### src/hdl/shum_ram.sv
// ----------------------------------------------------------------------------
// shum_ram: generic single-port synchronous RAM
// One write or one read per cycle, read data registered.
// ----------------------------------------------------------------------------
`default_nettype none
module shum_ram #(
  parameter int WIDTH = 8,
  parameter int DEPTH = 16
) (
  input  wire logic                     clk,
  input  wire logic                     we,
  input  wire logic [$clog2(DEPTH)-1:0] addr,
  input  wire logic [WIDTH-1:0]         wdata,
  output logic      [WIDTH-1:0]         rdata
);
  logic [WIDTH-1:0] mem [DEPTH];

  always_ff @(posedge clk) begin
    if (we) begin
      mem[addr] <= wdata;
    end
    rdata <= mem[addr];
  end
endmodule
`default_nettype wire

### config.mk
export PLATFORM = sky130hd
export DESIGN_NAME = shum_ram
export DESIGN_NICKNAME = d
export VERILOG_FILES = /design/src/hdl/shum_ram.sv
export SDC_FILE = /design/constraint.sdc
export NUM_CORES = 1
export LEC_CHECK = 0
export BUFFER_PORTS_ARGS = -buffer_cell sky130_fd_sc_hd__buf_2
export CAP_MARGIN = 25
export CORE_MARGIN = 1
export CORE_UTILIZATION = 23
export DETAILED_ROUTE_END_ITERATION = 8
export PLACE_DENSITY_LB_ADDON = 0.1
export SETUP_SLACK_MARGIN = 0.3
export SLEW_MARGIN = 5
export SYNTH_ARGS = -nofsm -noshare
export SYNTH_HDL_FRONTEND = slang
export SYNTH_SLANG_ARGS = --single-unit
### constraint.sdc
create_clock -name clk -period 2.5 [get_ports clk]
set_clock_uncertainty 0.1 [all_clocks]
set_input_delay 0.25 -clock clk [delete_from_list [all_inputs] [get_ports clk]]
set_output_delay 0.25 -clock clk [all_outputs]
set_load 0.02 [all_outputs]
==> metrics.md <==
| Metric | Value |
|---|---|
| Total number of vias | 2,354 |
| Clk network pwr share | 0.499 |
| Die area | approximately 0.023 mm2 |
| HPWL Detailed | 7.58 mm |
| Startpoint Class | flop |
| Unrepaired setup endpoints after global routing | false |
| Reg power frac | 0.454 |
| Post-layout util | 0.297 |
| Commonest non-fill, non-tap cell in the layout | edfxtp_1 |
| Pre-CTS WS | 0.493 ns |
| CTS Hold Bufs | 0 |
| # clock sinks | between 100 and 150 |
| Crit-path max FO | 1 |
| Max Buffers Root-to-Sink | 2 |
| Vias per cell | 4.12 |
| Worst-path clk slew | 0.06 ns |
| Status | complete, no violations |
| Synth-to-layout area growth | 24.7% |
| # H-tree levels | 4 |
| Slew Viols, Final | 0 |
| Final non-filler cell total | 572 |
| Final Hold Vio Count | 0 |
| CTS tree | yes |
| Yosys reg bits | 136 |
| Final total power | 0.00564 W |
| Slew HR | 0.507 |
| Vias in the first global route | ~2,600 |
| Overflow after GRT | 0 |
| Starting density of the core | 0.238 |
| CP Data Arrival Time | between 1.5 and 2 ns |
| WS Path Type | reg2reg |
| Vert. Die Dim | 150 um |
| Initial antenna violation count | 0 |
| Hold_sp | wdata[4] |
| Drt drc | 0 |
| R2r startpoint | mem[2][7]$_DFFE_PP_ |
| Post-CTS Setup Inserts | 0 |
| Setup violations, final | 0 |
| Flop-to-flop setup slack | 1.00 ns |
| Core Box Area | 0.0213 mm2 |
| Final wirelength | 11.4 mm |
| DRT iter0 DRCs | between 100 and 150 |
| Sequential-to-total area share from yosys stat | 0.790 |
| Synth Area in Compound Gates | 0.0237 |
| Io pins | 22 |
| Commonest non-fill, non-tap cells in the layout | 128 x edfxtp_1, 32 x mux4_2, 24 x buf_4 |
| Rows | 53 |
| Largest family of logic cells by synthesized area | multiplexers |
| Leakage | 2.06 nW |
| Worst-Skew Late Latency | between 0.4 and 0.5 ns |
| Worst-margin pin slew | 0.739 ns |
| Max cap viols | 0 |
| Sw Ratio | 0.198 |
| Clk root buf | clkbuf_16 |
| Wire length per cell | 19.9 um |
| Final worst slack | 1.00 ns |
| CTS buffer count | 17 |
| Mux contribution to synthesized area | 0.142 |
| Comb power frac | 0.047 |
| Global placement routability congestion | 0.723 |
| Die W | about 150 um |
| Worst Path Required | between 2 and 3 ns |
| Min-delay worst type | in2reg |
| Largest net degree at the start of global routing | 40 |
| Avg Cell Area, Syn | 22.0 um2 |
| Netlist cell types | 18 |
| R2r endpoint | rdata[7]$_DFF_P_ |
| Syn_nets | between 200 and 250 |
| Worst Setup End Kind | flop |
| Layout cell share with drive strength beyond 1 | 0.364 |
| Worst hold path cell count | 1 |
| Global-route wire length before repair | 16.7 mm |
| Pwr dens | 893 mW/mm2 |
| Post-CTS Resized | 0 |
| Pre-Repair DR Iteration Count | 4 |
| Int Pwr | around 0.0045 W |
| Mapped Cells | 230 |
| F_max | 0.667 GHz |
| Sw power | 0.00112 W |
| Adder-Cell Fraction of Synth Area | 0 |
| YS warnings | 0 |
| Nets | a little under 300 |
| Area of the mapped netlist | 0.00507 mm2 |
| XOR/XNOR share of the synthesized area | 0 |
| Area share of and/or/nand/nor cells after synthesis | 0.0321 |
| Worst vdd ir | 0.482 mV |
| Post-route clock period utilization | 0.599 |
| Inst Count DP | 540 |
| ANT nets after route | 0 |
| WHS Endpoint | mem[5][4]$_DFFE_PP_ |
| Port bufs | 21 |
| Clock period minus final worst setup slack | 1.50 ns |
| Tot GR Track Use | 0.111 |
| TNS Setup | 0 ns |
| R2R cell count | 3 |
| Antenna Cells | 0 |
power groups by stage:
| stage | logic [W] | registers [W] | clock network, W |
|---|---|---|---|
| detailed placement | 0.000272 | 0.00261 | 0 |
| CTS | 0.000272 | 0.00257 | 0.00289 |
| finish | 0.000263 | 0.00256 | 0.00282 |
| global placement | 0.000272 | 0.00261 | 0 |
| floorplan | 0.000131 | 0.00263 | 0 |
| global route | 0.000286 | 0.00257 | 0.00296 |
synth_stat cells:
cell type  instances  area share
buf_2              2      0.0020
nand3_1            1     0.00099
mux4_2            32        0.14
clkbuf_2           1     0.00099
or3b_2             1      0.0017
clkbuf_1           2      0.0015
a22oi_1           16       0.024
dfxtp_1            8       0.032
nor3_1             4      0.0040
buf_6              2      0.0044
and2_1             1      0.0012
nand2_1            9      0.0067
edfxtp_1         128        0.76
nand3b_1           2      0.0030
nor2_1            13      0.0096
nor2b_1            2      0.0025
buf_1              4      0.0030
nand2b_1           2      0.0025
cells by family after synthesis:
group / count (synthesis)
muxes: 32
and+or+nand+nor: 35
DFF: 136
buffers and inverters: 11
AOI/OAI and AO/OA: 16
sequential cells by signal (all words and copies together), names as in the netlist:
| register | count |
|---|---|
| mem | 128 |
| rdata | 8 |
layout make-up:
cell class / instances / area (um2)
Fill cell: 2044 / 15000
Clock inverter: 12 / 226
Clock buffer: 20 / 437
Tap cell: 275 / 344
Timing Repair Buffer: 46 / 305
Sequential cell: 136 / 4000
Multi-Input combinational cell: 83 / 1000
critical path, stage by stage (launching register included):
cell and delay [ns]:
edfxtp_1 0.36, mux4_2 0.46, a22oi_1 0.36, nand2_1 0.10
worst max-delay path by stage:
stage | startpoint | slack [ns] | cells past startpoint | endpoint
3_3_place_gp | addr[1] | 0.49 | 5 | rdata[3]$_DFF_P_
3_5_place_dp | addr[1] | 0.49 | 5 | rdata[4]$_DFF_P_
2_1_floorplan | addr[2] | 0.66 | 2 | mem[0][0]$_DFFE_PP_
5_1_grt | addr[1] | 0.87 | 5 | rdata[4]$_DFF_P_
6_report | mem[2][7]$_DFFE_PP_ | 1.00 | 3 | rdata[7]$_DFF_P_
4_1_cts | addr[1] | 0.96 | 5 | rdata[4]$_DFF_P_
per-stage QoR:
stage               hold WS [ns]  area, um2
detailed placement         0.563       5660
global placement           0.552       5660
CTS                        0.103       6320
floorplan                  0.249       5070
finish                     0.125       6320
global route               0.120       6320
per-layer routing:
| metal | part of all wire | global-route usage | up-vias |
|---|---|---|---|
| met1 | 0.43 | 0.133 | 1240 |
| met5 | 0 | 0 | - |
| li1 | - | - | 1067 |
| met4 | 0.018 | 0.0530 | 0 |
| met2 | 0.52 | 0.185 | 31 |
| met3 | 0.032 | 0.0300 | 16 |
Note: power is estimated with default switching activity, not from simulation.
