==> config.mk <==
export PLATFORM = sky130hd
export DESIGN_NAME = shum_div
export DESIGN_NICKNAME = d
export VERILOG_FILES = /design/src/hdl/shum_pkg.sv /design/src/hdl/shum_div.sv
export SDC_FILE = /design/constraint.sdc
export NUM_CORES = 1
export LEC_CHECK = 0
export BUFFER_PORTS_ARGS = -buffer_cell sky130_fd_sc_hd__buf_2
export CORE_ASPECT_RATIO = 1.25
export CORE_MARGIN = 3
export CORE_UTILIZATION = 57
export DETAILED_ROUTE_END_ITERATION = 6
export HOLD_SLACK_MARGIN = 0.03
export PLACE_DENSITY_LB_ADDON = 0.25
export SLEW_MARGIN = 20
export SYNTH_ARGS = -nofsm -noshare
export SYNTH_HDL_FRONTEND = slang
export SYNTH_SLANG_ARGS = --single-unit
==> constraint.sdc <==
create_clock -name clk -period 3.7 [get_ports clk]
set_clock_uncertainty 0.1 [all_clocks]
set_input_delay 0.37 -clock clk [delete_from_list [all_inputs] [get_ports clk]]
set_output_delay 0.37 -clock clk [all_outputs]
set_load 0.01 [all_outputs]
==> src/hdl/shum_pkg.sv <==
// ----------------------------------------------------------------------------
// shum_pkg: shared types and constants of the server health monitor
// Sample classes, sequencer states and field widths.
// ----------------------------------------------------------------------------
`default_nettype none
package shum_pkg;

  localparam int NUM_SERVERS_DEF  = 4;
  localparam int SAMPLE_DEPTH_DEF = 64;

  localparam int RTT_W   = 20;
  localparam int TIME_W  = 32;
  localparam int CNT_W   = 7;
  localparam int AVG_W   = 21;
  localparam int CLS_W   = 2;
  localparam int ENTRY_W = CLS_W + RTT_W + TIME_W;
  localparam int SUM_W   = 28;

  typedef enum logic [1:0] {
    CLS_SUCCESS  = 2'd0,
    CLS_ERROR    = 2'd1,
    CLS_TIMEOUT  = 2'd2,
    CLS_INTERNAL = 2'd3
  } cls_t;

  typedef enum logic [1:0] {
    CFG_SERVERS   = 2'd0,
    CFG_MIN       = 2'd1,
    CFG_THRESHOLD = 2'd2,
    CFG_VALIDITY  = 2'd3
  } cfg_idx_t;

  typedef enum logic [3:0] {
    ST_IDLE,
    ST_SCAN,
    ST_LAST_RD,
    ST_DIV_AVG,
    ST_RATE_MUL,
    ST_DIV_RATE,
    ST_JUDGE,
    ST_HOLD,
    ST_EMIT
  } state_t;

  typedef struct packed {
    logic start;
    logic busy;
    logic done;
  } div_ctl_t;

endpackage
`default_nettype wire

==> src/hdl/shum_div.sv <==
// ----------------------------------------------------------------------------
// shum_div: radix-2 restoring divider
// One quotient bit per cycle; divisor must be nonzero.
// ----------------------------------------------------------------------------
`default_nettype none
module shum_div
  import shum_pkg::*;
#(
  parameter int W = 28
) (
  input  wire logic         clk,
  input  wire logic         rst_n,
  input  wire logic         start,
  input  wire logic [W-1:0] dividend,
  input  wire logic [W-1:0] divisor,
  output logic      [W-1:0] quotient,
  output div_ctl_t          ctl
);
  localparam int CW = $clog2(W + 1);

  logic [W-1:0]  q_r, q_nxt, d_r, d_nxt;
  logic [W:0]    rem_r, rem_nxt, trial;
  logic [CW-1:0] cnt_r, cnt_nxt;
  logic          busy_r, busy_nxt, done_r, done_nxt;

  always_comb begin
    q_nxt    = q_r;
    d_nxt    = d_r;
    rem_nxt  = rem_r;
    cnt_nxt  = cnt_r;
    busy_nxt = busy_r;
    done_nxt = 1'b0;
    trial    = {rem_r[W-1:0], q_r[W-1]} - {1'b0, d_r};
    if (start) begin
      q_nxt    = dividend;
      d_nxt    = divisor;
      rem_nxt  = '0;
      cnt_nxt  = CW'(W);
      busy_nxt = 1'b1;
    end else if (busy_r) begin
      if (!trial[W]) begin
        rem_nxt = trial;
        q_nxt   = {q_r[W-2:0], 1'b1};
      end else begin
        rem_nxt = {rem_r[W-1:0], q_r[W-1]};
        q_nxt   = {q_r[W-2:0], 1'b0};
      end
      cnt_nxt = cnt_r - 1'b1;
      if (cnt_r == CW'(1)) begin
        busy_nxt = 1'b0;
        done_nxt = 1'b1;
      end
    end
  end

  always_ff @(posedge clk) begin
    if (!rst_n) begin
      busy_r <= 1'b0;
      done_r <= 1'b0;
      cnt_r  <= '0;
    end else begin
      busy_r <= busy_nxt;
      done_r <= done_nxt;
      cnt_r  <= cnt_nxt;
    end
    q_r   <= q_nxt;
    d_r   <= d_nxt;
    rem_r <= rem_nxt;
  end

  assign quotient  = q_r;
  assign ctl.start = start;
  assign ctl.busy  = busy_r;
  assign ctl.done  = done_r;

`ifndef SYNTH
  a_done_after_busy: assert property (@(posedge clk) disable iff (!rst_n)
    done_r |-> $past(busy_r)) else $error("divider done without busy");
  a_no_start_busy: assert property (@(posedge clk) disable iff (!rst_n)
    busy_r && !start |=> busy_r || done_r) else $error("divider dropped busy");
  a_done_pulse: assert property (@(posedge clk) disable iff (!rst_n)
    done_r |=> !done_r) else $error("divider done held");
`endif
endmodule
`default_nettype wire

==> results.yml <==
timing:
  period_minus_slack_ns: 3.46
  tns_ns: 0
  setup_viol_count_final: 0
  finalMaxSlewViolations: 0
  layout_setup_ws_ns: 0.239
  worst_pin_slew_ns: 0.824
  min_period_over_period_pct: 93.5
  maxSlewHeadroom_pct: 45.0
  max_freq_ghz: 0.289
  rsz0062_at_grt: "false"
  hold_viol_final: 0
clocking:
  cts_made_buffers: 9
  hold_buffers: 0
  clock-sinks: 91
  cts_tree: "built"
  clockRootBuffer: "clkbuf_8"
  cts_resized: 0
  insertion_delay_ns: 0.38
  htree_levels: 3
  postCtsSetupBuffers: 0
  path_clk_slew_ns: 0.10
  clock_path_buffers: 2
logic_synthesis:
  yosysUniqueCellTypes: 57
  synth-seq-cells: 91
  muxShareOfSynthArea_pct: 6.86
  yosys.area_share.simple_pct: 12.0
  synth_area_mm2: 0.00516
  ys_warn_count: 0
  synth_top_family_by_area: "compound AO/OA/AOI/OAI gates"
  syn_nets: 582
  seq_area_frac_synth_pct: 46.2
  ys.flop_type: "edfxtp_1"
  synthCells: 492
  ys_async_sr_fraction_pct: 0
  synth-edff-count: 56
  syn_area_per_cell_um2: 10.5
  synth-compound-area-share_pct: 16.8
  synth_adder_area_share_pct: 7.66
  synth-xor-area-share_pct: 5.43
global_routing:
  grt_pass1_wl_um: 17900
  grt_antenna_before_repair: 0
  overflow: 0
  grt_pass1_vias: 3911
  grt_max_degree: 32
  grt_usage_pct: 21.8
routing:
  first_iter_violations: 235
  routed_wl_um: 10900
  vias: 3999
  drtAntennaViolNets: 0
  post_drt_wl_per_cell_um: 15.4
  routed_via_density: 5.66
  drc: 0
  first_pass_iters: 6
die:
  num_rows: 38
  die_width_um: 91.1
  die_h_um: 112
  core_mm2: 0.00875
  start_util_pct: 59.0
  pin_count: 90
  die-area_mm2: 0.0102
place:
  pre_cts_slack_ns: 0.268
  port_buffers: 89
  dp.cells: 690
  dp_hpwl_um: 7990
  place.gp.congestion: 0.909
cells_and_area:
  n_fill_cell: 714
  final_common_cell: "buf_2"
  diodes: 0
  stdcell_count: 706
  syn_to_final_growth_pct: 14.4
  layout_common_cells: "buf_2, nand2_1, edfxtp_1"
  drive_above_1_share_pct: 27.5
  final_nets: 671
setup_path:
  critPathTopFamily: "compound AO/OA/AOI/OAI gates"
  max_stage_delay_ns: 0.40
  cp.buffers_inverters: 3
  slowest_stage: "edfxtp_1"
  worstPathMaxFanout: 10
  r2r_slack_ns: 0.24
  worstPathArrival_ns: 3.65
  end_kind: "flop"
  setup.worst_path.class: "flop to flop"
  cp_data_required_time_ns: 3.89
  critPathLaunchType: "flop"
  cp_common_cell: "inv_1"
  path_cells: "inv_1, ha_1, fa_1, inv_1, a21o_1, a221o_1, a41o_1, o2bb2ai_2, o221ai_4, xor2_4, buf_4, or3_1, a311oi_2"
pwr:
  irDropWorstVdd_v: 0.000312
  power.density_mw_per_mm2: 397
  p_leak_nw: 2.54
  p_total_w: 0.00234
job:
  cap_violations: 0
min_path:
  hp-class: "input port to flop"
outcome:
  run_status: "finished clean"
==> metal layers <==
metal | wire, um | track usage (%) | part of all wire, % | up-vias
li1 | - | - | - | 1952
met3 | 579 | 3.22 | 5.3 | 25
met4 | 301 | 11.7 | 2.8 | 0
met1 | 4560 | 26.7 | 42 | 1880
met5 | 0 | 0 | 0 | -
met2 | 5430 | 37.1 | 50 | 142
==> cell usage after synthesis, drive strengths merged (4+ instances only) <==
cell,count,area share (%)
nand3,9,0.87
ha,30,7.3
dfxtp,35,14
nand2,62,4.5
clkbuf,14,1.0
nor2,35,2.5
mux2i,5,0.97
buf,7,1.1
a21oi,23,2.2
a21boi,4,0.58
mux2,27,5.9
inv,41,3.0
xor2,10,2.1
a32oi,4,0.68
a21o,12,1.7
nand2b,6,0.73
and3,5,0.61
xnor2,19,3.4
nor3,6,0.58
a311oi,16,4.3
edfxtp,56,33
o21ai,17,1.6
a211oi,6,0.87
==> power by group <==
| group | internal, W | switching, W | total, W | leakage [nW] |
|---|---|---|---|---|
| Clock | 0.000247 | 0.000376 | 0.000623 | 0.0876 |
| Combinational | 0.000225 | 0.000280 | 0.000504 | 1.61 |
| Sequential | 0.00117 | 0.0000453 | 0.00121 | 0.843 |
==> registers in the layout, summed over array words and instances, names as in the netlist <==
name	cells
quotient	28
busy_r	1
done_r	1
d_r	28
rem_r	28
cnt_r	5
==> area by class of cell <==
cell class	count	area (um^2)	share of cell area, %
clock inverters	7	51.3	0.869
flip-flops and latches	91	2380	40.4
well taps	120	150	2.54
multi-input cells	339	2520	42.6
clock buffers	9	124	2.10
inverters	41	154	2.61
repair buffers	99	523	8.86
==> cell families after synthesis <==
group / after synthesis
AND/OR/NAND/NOR: 139
AO/OA/AOI/OAI: 108
flip-flops: 91
buffers and inverters: 62
multiplexers: 32
adder cells (fa/ha/maj): 31
XOR/XNOR: 29
==> worst paths after layout <==
path,endpoint,cells after the start,from
worst max-delay path,rem_r[18]$_SDFFE_PP0P_,13,quotient[27]$_DFFE_PP_
worst min-delay path,d_r[2]$_DFFE_PP_,1,divisor[2]
worst max register to register,rem_r[18]$_SDFFE_PP0P_,13,quotient[27]$_DFFE_PP_
worst min register to register,rem_r[0]$_SDFFE_PP0P_,1,rem_r[0]$_SDFFE_PP0P_
==> metrics by stage <==
| stage | instance area (um^2) | utilization [%] | hold WS (ns) |
|---|---|---|---|
| final | 5900 | 67.4 | 0.0555 |
| after global routing | 5900 | 67.4 | 0.0499 |
| after CTS | 5900 | 67.4 | 0.0498 |
| after detailed placement | 5730 | 65.4 | 0.385 |
| after global placement | 5730 | 65.4 | 0.380 |
| after floorplan | 5160 | - | 0.351 |
==> worst reg2reg max path, cell delays in order (launching register included) <==
cell and delay (ns):
edfxtp_1 0.40, inv_1 0.09, ha_1 0.19, fa_1 0.22
inv_1 0.05, a21o_1 0.16, a221o_1 0.34, a41o_1 0.31
o2bb2ai_2 0.18, o221ai_4 0.28, xor2_4 0.19, buf_4 0.21
or3_1 0.38, a311oi_2 0.26
Note: power is estimated with default switching activity, not from simulation.
